$ cat src/rtl/core/hccp_pkg.sv
package hccp_pkg;

    typedef enum logic [1:0] {
        MODE_IDLE = 2'd0,
        MODE_RGB  = 2'd1,
        MODE_HSV  = 2'd2,
        MODE_WORD = 2'd3
    } t_mode;

    localparam logic [7:0] CHAR_HASH    = 8'h23;
    localparam logic [7:0] CHAR_PERCENT = 8'h25;
    localparam logic [3:0] COUNT_MAX    = 4'd15;
    localparam logic [3:0] DIGIT_SLOTS  = 4'd8;
    localparam logic [3:0] WORD_LEN     = 4'd4;

    typedef struct packed {
        logic load_char;
        logic load_bytes;
        logic calc_chroma;
        logic calc_x;
        logic load_out;
    } t_cmd;

    // {is_hex, value}
    function automatic logic [4:0] hex_decode(input logic [7:0] c);
        logic [4:0] r;
        r = 5'd0;
        if (c >= 8'h30 && c <= 8'h39) begin
            r = {1'b1, 4'(c - 8'h30)};
        end else if (c >= 8'h61 && c <= 8'h66) begin
            r = {1'b1, 4'(c - 8'h57)};
        end else if (c >= 8'h41 && c <= 8'h46) begin
            r = {1'b1, 4'(c - 8'h37)};
        end
        return r;
    endfunction

    function automatic logic [7:0] none_char(input logic [1:0] idx);
        logic [7:0] r;
        unique case (idx)
            2'd0:    r = 8'h6e;
            2'd1:    r = 8'h6f;
            2'd2:    r = 8'h6e;
            default: r = 8'h65;
        endcase
        return r;
    endfunction

endpackage

$ cat src/rtl/core/hex_color_code_parser.sv
// Colour code parser. Characters of a code arrive one per transfer, the last one flagged;
// '#' starts an RGB code, '%' an HSV code (3, 4, 6 or 8 hex digits), and the word "none"
// in any case gives all zeros. One result follows each flagged character. After a flagged
// character, byte assembly, the chroma multiply, the hue multiply and the final add each
// occupy one step of the controller, and no input is taken during those steps. The final
// step lasts longer while an earlier result still waits to be taken. The result sits in
// an output register, so further characters of the next code are taken while it waits.
module hex_color_code_parser (
    input  logic       i_clk,
    input  logic       i_rst_n,
    input  logic       i_valid,
    output logic       o_stall,
    input  logic [7:0] i_char_code,
    input  logic       i_is_last,
    output logic       o_valid,
    input  logic       i_stall,
    output logic [7:0] o_red,
    output logic [7:0] o_green,
    output logic [7:0] o_blue,
    output logic [7:0] o_alpha,
    output logic       o_invalid
);

    hccp_pkg::t_cmd cmd;

    hccp_ctrl u_ctrl (
        .i_clk     (i_clk),
        .i_rst_n   (i_rst_n),
        .i_valid   (i_valid),
        .i_is_last (i_is_last),
        .o_stall   (o_stall),
        .o_valid   (o_valid),
        .i_stall   (i_stall),
        .o_cmd     (cmd)
    );

    hccp_dpath u_dpath (
        .i_clk       (i_clk),
        .i_rst_n     (i_rst_n),
        .i_cmd       (cmd),
        .i_char_code (i_char_code),
        .o_red       (o_red),
        .o_green     (o_green),
        .o_blue      (o_blue),
        .o_alpha     (o_alpha),
        .o_invalid   (o_invalid)
    );

endmodule

$ cat src/rtl/core/hccp_ctrl.sv
module hccp_ctrl (
    input  logic          i_clk,
    input  logic          i_rst_n,
    input  logic          i_valid,
    input  logic          i_is_last,
    output logic          o_stall,
    output logic          o_valid,
    input  logic          i_stall,
    output hccp_pkg::t_cmd o_cmd
);

    typedef enum logic [4:0] {
        S_IDLE   = 5'b00001,
        S_BYTES  = 5'b00010,
        S_CHROMA = 5'b00100,
        S_XMUL   = 5'b01000,
        S_FIN    = 5'b10000
    } t_state;

    t_state r_state, n_state;
    logic   r_out_valid, n_out_valid;
    logic   accept;
    logic   fire;

    assign accept = i_valid && (r_state == S_IDLE);
    assign fire   = (r_state == S_FIN) && (!r_out_valid || !i_stall);

    always_comb begin
        n_state = r_state;
        unique case (r_state)
            S_IDLE: begin
                if (accept && i_is_last) begin
                    n_state = S_BYTES;
                end
            end
            S_BYTES:  n_state = S_CHROMA;
            S_CHROMA: n_state = S_XMUL;
            S_XMUL:   n_state = S_FIN;
            S_FIN: begin
                if (fire) begin
                    n_state = S_IDLE;
                end
            end
            default:  n_state = S_IDLE;
        endcase
    end

    always_comb begin
        n_out_valid = r_out_valid;
        if (fire) begin
            n_out_valid = 1'b1;
        end else if (!i_stall) begin
            n_out_valid = 1'b0;
        end
    end

    always_comb begin
        o_cmd.load_char   = accept;
        o_cmd.load_bytes  = (r_state == S_BYTES);
        o_cmd.calc_chroma = (r_state == S_CHROMA);
        o_cmd.calc_x      = (r_state == S_XMUL);
        o_cmd.load_out    = fire;
    end

    always_ff @(posedge i_clk) begin
        if (!i_rst_n) begin
            r_state     <= S_IDLE;
            r_out_valid <= 1'b0;
        end else begin
            r_state     <= n_state;
            r_out_valid <= n_out_valid;
        end
    end

    assign o_stall = (r_state != S_IDLE);
    assign o_valid = r_out_valid;

endmodule

$ cat src/rtl/core/hccp_dpath.sv
module hccp_dpath (
    input  logic           i_clk,
    input  logic           i_rst_n,
    input  hccp_pkg::t_cmd i_cmd,
    input  logic [7:0]     i_char_code,
    output logic [7:0]     o_red,
    output logic [7:0]     o_green,
    output logic [7:0]     o_blue,
    output logic [7:0]     o_alpha,
    output logic           o_invalid
);

    // parse state
    hccp_pkg::t_mode r_mode, n_mode;
    logic [3:0]      r_count, n_count;
    logic            r_match, n_match;
    logic            r_bad, n_bad;
    logic [3:0]      r_digit [8];

    // conversion registers
    logic [7:0] r_h, r_s, r_v, r_a;
    logic       r_inv, r_is_hsv;
    logic [7:0] r_c, r_x;

    logic [7:0]  low_char;
    logic [4:0]  hex;
    logic        wr_digit;
    logic [3:0]  count_inc;

    logic [7:0]  b_h, b_s, b_v, b_a;
    logic        b_inv;

    logic [15:0] sv_round;
    logic [15:0] div_sum;
    logic [10:0] hue_pos;
    logic [2:0]  sector;
    logic [7:0]  frac;
    logic [8:0]  frac_sel;
    logic [16:0] x_prod;
    logic [7:0]  m_val;
    logic [7:0]  o_r, o_g, o_b;

    assign low_char  = (i_char_code >= 8'h41 && i_char_code <= 8'h5a) ?
                       (i_char_code | 8'h20) : i_char_code;
    assign hex       = hccp_pkg::hex_decode(i_char_code);
    assign count_inc = (r_count < hccp_pkg::COUNT_MAX) ? r_count + 4'd1 : r_count;

    always_comb begin
        n_mode   = r_mode;
        n_count  = r_count;
        n_match  = r_match;
        n_bad    = r_bad;
        wr_digit = 1'b0;
        if (i_cmd.load_char) begin
            if (r_mode == hccp_pkg::MODE_IDLE && i_char_code == hccp_pkg::CHAR_HASH) begin
                n_mode = hccp_pkg::MODE_RGB;
            end else if (r_mode == hccp_pkg::MODE_IDLE &&
                         i_char_code == hccp_pkg::CHAR_PERCENT) begin
                n_mode = hccp_pkg::MODE_HSV;
            end else if (r_mode == hccp_pkg::MODE_IDLE || r_mode == hccp_pkg::MODE_WORD) begin
                n_mode  = hccp_pkg::MODE_WORD;
                n_count = count_inc;
                if (r_count >= hccp_pkg::WORD_LEN ||
                    low_char != hccp_pkg::none_char(r_count[1:0])) begin
                    n_match = 1'b0;
                end
            end else begin
                n_count = count_inc;
                if (!hex[4]) begin
                    n_bad = 1'b1;
                end else if (r_count < hccp_pkg::DIGIT_SLOTS) begin
                    wr_digit = 1'b1;
                end
            end
        end else if (i_cmd.load_out) begin
            n_mode  = hccp_pkg::MODE_IDLE;
            n_count = 4'd0;
            n_match = 1'b1;
            n_bad   = 1'b0;
        end
    end

    always_ff @(posedge i_clk) begin
        if (!i_rst_n) begin
            r_mode  <= hccp_pkg::MODE_IDLE;
            r_count <= 4'd0;
            r_match <= 1'b1;
            r_bad   <= 1'b0;
        end else begin
            r_mode  <= n_mode;
            r_count <= n_count;
            r_match <= n_match;
            r_bad   <= n_bad;
        end
    end

    always_ff @(posedge i_clk) begin
        if (wr_digit) begin
            r_digit[r_count[2:0]] <= hex[3:0];
        end
    end

    // channel bytes from the stored digits
    always_comb begin
        b_h   = 8'd0;
        b_s   = 8'd0;
        b_v   = 8'd0;
        b_a   = 8'd0;
        b_inv = 1'b0;
        if (r_mode == hccp_pkg::MODE_WORD) begin
            b_inv = !(r_match && r_count == hccp_pkg::WORD_LEN);
        end else if (r_bad) begin
            b_inv = 1'b1;
        end else if (r_count == 4'd3 || r_count == 4'd4) begin
            b_h = {r_digit[0], r_digit[0]};
            b_s = {r_digit[1], r_digit[1]};
            b_v = {r_digit[2], r_digit[2]};
            b_a = (r_count == 4'd4) ? {r_digit[3], r_digit[3]} : 8'hff;
        end else if (r_count == 4'd6 || r_count == 4'd8) begin
            b_h = {r_digit[0], r_digit[1]};
            b_s = {r_digit[2], r_digit[3]};
            b_v = {r_digit[4], r_digit[5]};
            b_a = (r_count == 4'd8) ? {r_digit[6], r_digit[7]} : 8'hff;
        end else begin
            b_inv = 1'b1;
        end
    end

    always_ff @(posedge i_clk) begin
        if (i_cmd.load_bytes) begin
            r_h      <= b_h;
            r_s      <= b_s;
            r_v      <= b_v;
            r_a      <= b_a;
            r_inv    <= b_inv;
            r_is_hsv <= !b_inv && (r_mode == hccp_pkg::MODE_HSV);
        end
    end

    // chroma: rounded s*v / 255, division by 255 as shift and add
    assign sv_round = r_s * r_v + 16'd127;
    assign div_sum  = sv_round + {8'd0, sv_round[15:8]} + 16'd1;

    assign hue_pos  = {r_h, 2'b00} + {2'b00, r_h, 1'b0};
    assign sector   = hue_pos[10:8];
    assign frac     = hue_pos[7:0];
    assign frac_sel = sector[0] ? (9'd256 - {1'b0, frac}) : {1'b0, frac};
    assign x_prod   = r_c * frac_sel + 17'd128;

    always_ff @(posedge i_clk) begin
        if (i_cmd.calc_chroma) begin
            r_c <= div_sum[15:8];
        end
        if (i_cmd.calc_x) begin
            r_x <= x_prod[15:8];
        end
    end

    assign m_val = r_v - r_c;

    always_comb begin
        unique case (sector)
            3'd0: begin o_r = r_c;  o_g = r_x;  o_b = 8'd0; end
            3'd1: begin o_r = r_x;  o_g = r_c;  o_b = 8'd0; end
            3'd2: begin o_r = 8'd0; o_g = r_c;  o_b = r_x;  end
            3'd3: begin o_r = 8'd0; o_g = r_x;  o_b = r_c;  end
            3'd4: begin o_r = r_x;  o_g = 8'd0; o_b = r_c;  end
            default: begin o_r = r_c; o_g = 8'd0; o_b = r_x; end
        endcase
    end

    always_ff @(posedge i_clk) begin
        if (i_cmd.load_out) begin
            o_red     <= r_is_hsv ? o_r + m_val : r_h;
            o_green   <= r_is_hsv ? o_g + m_val : r_s;
            o_blue    <= r_is_hsv ? o_b + m_val : r_v;
            o_alpha   <= r_a;
            o_invalid <= r_inv;
        end
    end

endmodule
$ cat config.mk
export PLATFORM = sky130hd
export DESIGN_NAME = hex_color_code_parser
export DESIGN_NICKNAME = d
export VERILOG_FILES = /design/src/rtl/core/hccp_pkg.sv /design/src/rtl/core/hex_color_code_parser.sv /design/src/rtl/core/hccp_ctrl.sv /design/src/rtl/core/hccp_dpath.sv
export SDC_FILE = /design/constraint.sdc
export NUM_CORES = 1
export LEC_CHECK = 0
export BUFFER_PORTS_ARGS = -buffer_cell sky130_fd_sc_hd__clkbuf_2
export CORE_MARGIN = 3
export CORE_UTILIZATION = 45
export CTS_CLUSTER_DIAMETER = 30
export DETAILED_ROUTE_END_ITERATION = 8
export PLACE_DENSITY_LB_ADDON = 0.2
export SYNTH_ARGS = -nofsm -noshare
export SYNTH_HDL_FRONTEND = slang
export SYNTH_SLANG_ARGS = --single-unit
$ cat constraint.sdc
create_clock -name i_clk -period 9.7 [get_ports i_clk]
set_input_delay 0.485 -clock i_clk [delete_from_list [all_inputs] [get_ports i_clk]]
set_output_delay 0.485 -clock i_clk [all_outputs]
set_load 0.05 [all_outputs]
Word level (Yosys, flattened, before mapping)
Memories as Yosys holds them, arrays and structs flattened.
Cells that the tools add are included.
- RAM bits: 32
- memories: 1
- bits of input ports: 13
- output and inout bits: 35
- flip-flop bits (word level): 97
- reductions and logical operators: 37
- add/sub/neg operators: 14
- order comparisons: 10
- multiply operators: 2
- equality and inequality tests: 32
- multiplexer cells: 65
- memories (memory ; depth ; width ; rd ports ; clocked after Yosys merged registers in ; write ports ; line ; RTL):
    u_dpath.r_digit ; 8 ; 4 ; 8 ; 0 ; 1 ; hccp_dpath.sv:18 ; logic [3:0] r_digit [8];
- operator list (cell ; count):
    $mux 8 ; 17
    $pmux 8 s2 ; 3
    $mux 1 ; 26
    $mux 5 ; 5
    $pmux 5 s5 ; 1
    $add 8x8->8 ; 3
    $le 8x7->1 const B ; 3
    $mux 4 ; 5
    $add 16x1->16 const B ; 1
    $add 16x7->16 const B ; 1
    $add 16x8->16 ; 1
    $add 16x8->16 const B ; 1
    $eq 8x6->1 const B ; 2
    $ge 8x7->1 const B ; 2
    $mul 8x8->16 ; 1
    $mul 8x9->16 ; 1
    $reduce_or 2->1 ; 8
    $add 10x9->11 ; 1
    $logic_and 1x1->1 ; 11
    $mux 2 ; 5
    $ne 2x1->1 const B ; 5
    $ne 2x2->1 const B ; 5
    $reduce_and 5->1 ; 2
    $mux 9 ; 1
    34 further kinds ; 49

Longest topological paths before layout
- word-level depth: 14
- depth in mapped cells: 29
- gate-level depth less buffers: 28

Hierarchy
From an unflattened synthesis, not the netlist that was laid out.
- cells, all modules: 1205
- area total of the unflattened synthesis: 12016.5 sq um
- modules (own cells, without submodules) (module ; area an instance (sq um) ; cells each ; times used ; sequential area each (sq um)):
    hccp_dpath ; 11691.2 ; 1168 ; 1 ; 3613.5
    hccp_ctrl ; 325.3 ; 37 ; 1 ; 120.1

Worst setup path after synthesis
Ideal clock, no wire load.
- path kind: register to register
- start: register u_dpath.r_h[0]
- end: register u_dpath.r_x[7], data pin
- required time: 9440 ps
- cell stages (with the launch flop): 27
- arrival: 6292 ps
- library setup time: 260 ps
- period minus slack after synthesis: 6552 ps
- path slack: 3148 ps
- path through: edfxtp_1 ha_1 inv_1 fa_1 nor2b_4 o31a_4 o211a_1 a211oi_4 clkbuf_1 nor2_1 xor2_1 nand2_1 fa_1 inv_1 fa_1 inv_1 fa_1 inv_1 fa_1 ha_1 a21oi_1 o21ai_0 o211a_1 o21a_1 o21a_1 nor2_1 xnor2_1
- word-level cells in the longest chain between the ends: 5
- ends and longest elaborated chain (element ; line ; RTL):
    from (decl) ; hccp_dpath.sv:21 ; logic [7:0] r_h, r_s, r_v, r_a;
    from (signal assigned) ; hccp_dpath.sv:131 ; r_h <= b_h;
    $add 10x9->11 (*) ; hccp_dpath.sv:144 ; assign hue_pos = {r_h, 2'b00} + {2'b00, r_h, 1'b0};
    $sub 9x8->9 ; hccp_dpath.sv:147 ; assign frac_sel = sector[0] ? (9'd256 - {1'b0, frac}) : {1'b0, frac};
    $mux 9 (*) ; hccp_dpath.sv:147 ;
    $mul 8x9->16 (*) ; hccp_dpath.sv:148 ; assign x_prod = r_c * frac_sel + 17'd128;
    $add 16x8->16 (*) ; hccp_dpath.sv:148 ;
    via u_dpath.x_prod[15] ; hccp_dpath.sv:39 ; logic [16:0] x_prod;
    to (signal assigned) ; hccp_dpath.sv:155 ; r_x <= x_prod[15:8];
    to (decl) ; hccp_dpath.sv:23 ; logic [7:0] r_c, r_x;
The timed path passes the listed nets; every way through them passes the cells marked *.
A chain may end at the register's enable or synchronous reset.

Worst setup path in the final report
Ends and elaborated chain as after synthesis.

==> run summary <==
========================================================================================
Area of all placed cells without fillers ..................................   12800 um^2
Total half-perimeter wirelength after legalization and detailed placement .      19.8 mm
Clock buffers created by TritonCTS ........................................           17
Switching share of power ..................................................        0.260
Iteration count of the initial detailed-routing pass ......................            5
Count of antenna diodes in the layout .....................................            0
Worst Hold Endpoint ....................................................... u_ctrl.o_valid
Number of clock sinks seen by CTS .........................................          129
Number of port buffers ....................................................           47
Worst Setup Path Type ..................................................... flip-flop to flip-flop
Final-layout setup total negative slack ...................................         0 ns
Mean area per synthesized cell ............................................    9.99 um^2
Final std cells w/o fill ..................................................         1554
Portion of total power attributed to the clock network ....................        0.481
Maximum net fanout on the critical path ...................................           19
Maximum buffer depth of the clock tree ....................................            2
Final Hold Fails ..........................................................            0
Total routing usage reported by global routing ............................        0.190
Total of hold buffers inserted after clock tree synthesis .................            0
Internal reg-to-reg setup slack ...........................................      2.46 ns
Worst Setup Slack post-DPL ................................................      2.51 ns
Detailed-route wire length per cell .......................................      16.7 um
Final net count ...........................................................         1427
Minimum period implied by the final worst setup slack .....................      7.24 ns
Count of pins on the block boundary .......................................           48
Max-slew violation total from the final report ............................            0
Combinational share of power ..............................................        0.071
Antenna Nets Post-Route ...................................................            0
Setup Buffers After CTS ...................................................            0
Worst-case clock skew .....................................................    0.0179 ns
Most common cell after layout, fill and taps aside ........................        inv_1
Yosys warning count .......................................................            0
Max-slew headroom at the worst pin ........................................        0.220
Critical path arrival .....................................................      7.42 ns
Fraction of final layout cells sized beyond drive strength 1 ..............       0.0956
Power Density .............................................................  106 nW/um^2
Area of the die ...........................................................   27900 um^2
Most frequent cells in the layout ......................................... inv_1 (148), ha_1 (121), edfxtp_1 (115)
Max VDD drop ..............................................................     0.127 mV
Post-synth top area share .................................................        0.296
Global-route wire length before repair ....................................      42.9 mm
Pin count of the biggest net entering global routing ......................           37
Detailed-route DRC error count ............................................            0
TritonCTS clock tree ......................................................          yes
Row cnt ...................................................................           58
Hold Path Origin ..........................................................      i_stall
Static power due to leakage ...............................................      5.79 nW
Busiest layer in global routing ...........................................         met2
Synth Register Bits .......................................................          129
Met3 layer usage reported by global route .................................       0.0339
Number of unique standard cell types used by synthesis ....................           67
Initial antenna violation count ...........................................            0
Worst path setup slack after routing ......................................      2.46 ns
Worst hold path cell count ................................................            3
Reg power frac ............................................................        0.448
Final design utilization ..................................................        0.507
Instance count after placement with tap cells included ....................         1522
Top post-synthesis cells by area .......................................... edfxtp_1 (30%), fa_1 (14%), ha_1 (13%)
Type of element launching the critical path ...............................    flip-flop
Routed via count ..........................................................         8319
Global-route track usage on met1 ..........................................        0.252
Number of failing setup endpoints in the final timing report ..............            0
Max-Cap Viols .............................................................            0
Chip height ...............................................................       167 um
Clock-pin transition on the worst setup and hold timing paths .............      0.07 ns
Via count of the first global-routing pass ................................         8490
Via count normalized by instance count ....................................         5.35
Total placed instance area ................................................   12200 um^2
Post-synthesis async set-or-reset flop share ..............................            0
Area overhead of the layout relative to synthesis .........................        10.2%
Sum of overflow across all layers after global routing ....................            0
P_int .....................................................................      1.01 mW
Psw .......................................................................     0.355 mW
Ratio of final minimum period to clock period .............................        0.747
Fraction of met2 tracks used by global routing ............................        0.317
Iter 0 DRT Violations .....................................................          537
Instance count of the mapped netlist ......................................         1166
Result of the run ......................................................... finished, final reports clean
Most area-hungry cell type in the Yosys netlist ...........................     edfxtp_1
Sequential element share of the synthesized area ..........................        0.320
Crit Reg-Reg Endpoint ..................................................... u_dpath.r_x[7]
Worst min path class ...................................................... primary input to flip-flop
Effective utilization at floorplan ........................................        0.460
Net Count, Synth ..........................................................         1382
Top flip-flop cell by instance count after synthesis ......................     edfxtp_1
Post-Syn Area .............................................................   11700 um^2
Data required time of the worst path ......................................      9.88 ns
Root Buffer ...............................................................    clkbuf_16
Worst-skew pair later-pin latency .........................................      0.44 ns
Number of cells upsized or downsized after cts ............................            0
DIE WIDTH .................................................................       167 um
Critical Path End Type ....................................................    flip-flop
Number of H-tree levels ...................................................            4
Setup repair after global routing missed its margin .......................        false
Sum of routed wire length over all layers .................................      25.9 mm
Area of the core region ...................................................   25300 um^2
Number of flops mapped to enable cells by yosys ...........................          115
Reg-to-Reg Start .......................................................... u_dpath.r_h[0]
Placer Congestion .........................................................        0.848
Transition time at the pin with the least slew margin .....................      1.16 ns
Cell depth of the worst flop-to-flop path .................................           25
Timing-limited maximum frequency ..........................................    0.138 GHz
========================================================================================
-- flip-flops by register name, indices dropped and copies added, names as in the netlist, 2 cells and up --
signal           cells
u_dpath.o_red        8
u_dpath.r_count      4
u_dpath.o_alpha      8
u_dpath.r_s          8
u_dpath.r_x          8
u_dpath.r_a          8
u_dpath.o_green      8
u_dpath.r_c          8
u_dpath.r_mode       2
u_dpath.r_digit     32
u_dpath.r_h          8
u_ctrl.r_state       5
u_dpath.r_v          8
u_dpath.o_blue       8
-- cells in the mapped netlist (2+ instances only) --
cell and number:
inv_1 149, ha_1 121, edfxtp_1 115, nand2_1 103
nor2_1 87, fa_1 82, and2_1 65, a21oi_1 64
xnor2_1 49, o21ai_0 37, clkbuf_1 25, xor2_1 24
mux2_2 17, a21o_1 15, a22o_1 15, dfxtp_1 14
nand2b_1 14, nor2b_1 13, nor3_1 12, mux2i_1 11
and3_1 9, nand3_1 9, a211oi_1 8, o21a_1 8
nor3b_1 7, nor4_1 7, a22oi_1 6, a31oi_1 6
o21bai_1 6, o41ai_1 6, or3_1 6, o21ai_1 5
o211ai_1 4, a41oi_1 3, nand3b_1 3, o211a_1 3
o31ai_1 3, a2111oi_0 2, buf_1 2, nand4_1 2
or2_1 2, or2_2 2
-- power by group through the flow --
stage | registers, mW | logic (mW) | clock network (mW)
3_3_place_gp | 0.624 | 0.0968 | 0
3_5_place_dp | 0.624 | 0.0972 | 0
4_1_cts | 0.612 | 0.0982 | 0.671
6_report | 0.612 | 0.0970 | 0.658
2_1_floorplan | 0.622 | 0.0745 | 0
5_1_grt | 0.613 | 0.111 | 0.690
-- worst max-delay path, cell delays in order, from the launching register on --
cell      delay (ns)
edfxtp_1        0.50
ha_1            0.27
inv_1           0.07
fa_1            0.43
nor2b_4         0.16
o31a_4          0.16
o21ai_1         0.11
a211oi_4        0.70
nor2_1          0.13
xor2_1          0.50
nand2_1         0.16
fa_1            0.56
inv_1           0.05
fa_1            0.50
inv_1           0.05
fa_1            0.47
inv_1           0.05
fa_1            0.47
ha_1            0.30
a21oi_1         0.24
o21ai_0         0.25
o211a_1         0.31
o21a_1          0.20
o21a_1          0.17
nor2_1          0.11
xnor2_1         0.07
-- per-layer routing --
| metal | vias up | share of wire |
|---|---|---|
| met5 | - | 0 |
| met4 | 0 | 0.027 |
| met3 | 44 | 0.037 |
| met2 | 171 | 0.48 |
| met1 | 4019 | 0.46 |
| li1 | 4085 | - |
-- logic make-up (layout without fill, tap and decap cells) --
group | after synthesis | in the layout | synth area share
AO/OA/AOI/OAI | 209 | 209 | 0.122
AND/OR/NAND/NOR | 346 | 346 | 0.145
adder cells (fa/ha/maj) | 203 | 203 | 0.271
XOR/XNOR | 75 | 75 | 0.0586
multiplexers | 28 | 28 | 0.0259
buffers and inverters | 176 | 234 | 0.0567
flip-flops | 129 | 129 | 0.320
-- cell type report --
cell class,count,area [um^2]
timing repair buffer,53,280
clock inverter,15,165
multi-input combinational,861,7260
tap,330,413
clock buffer,17,425
inverter,149,559
fill,2333,12500
sequential,129,3730
-- worst max path at each step --
stage,from,end,slack (ns),cells after the start
finish,u_dpath.r_h[0],u_dpath.r_x[7],2.46,25
global route,u_dpath.r_h[0],u_dpath.r_x[7],1.86,25
CTS,u_dpath.r_h[0],u_dpath.r_x[7],2.49,25
detailed placement,u_dpath.r_h[0],u_dpath.r_x[7],2.51,25
global placement,u_dpath.r_h[0],u_dpath.r_x[7],2.76,25
floorplan,u_dpath.r_h[0],u_dpath.r_x[7],3.15,26
-- stage by stage --
stage                     hold slack [ns]  power [mW]
final                               0.336        1.37
after global routing                0.346        1.41
after CTS                           0.325        1.38
after detailed placement            0.406       0.721
after global placement              0.404       0.721
after floorplan                     0.400       0.697
Note: power is estimated with default switching activity, not from simulation.
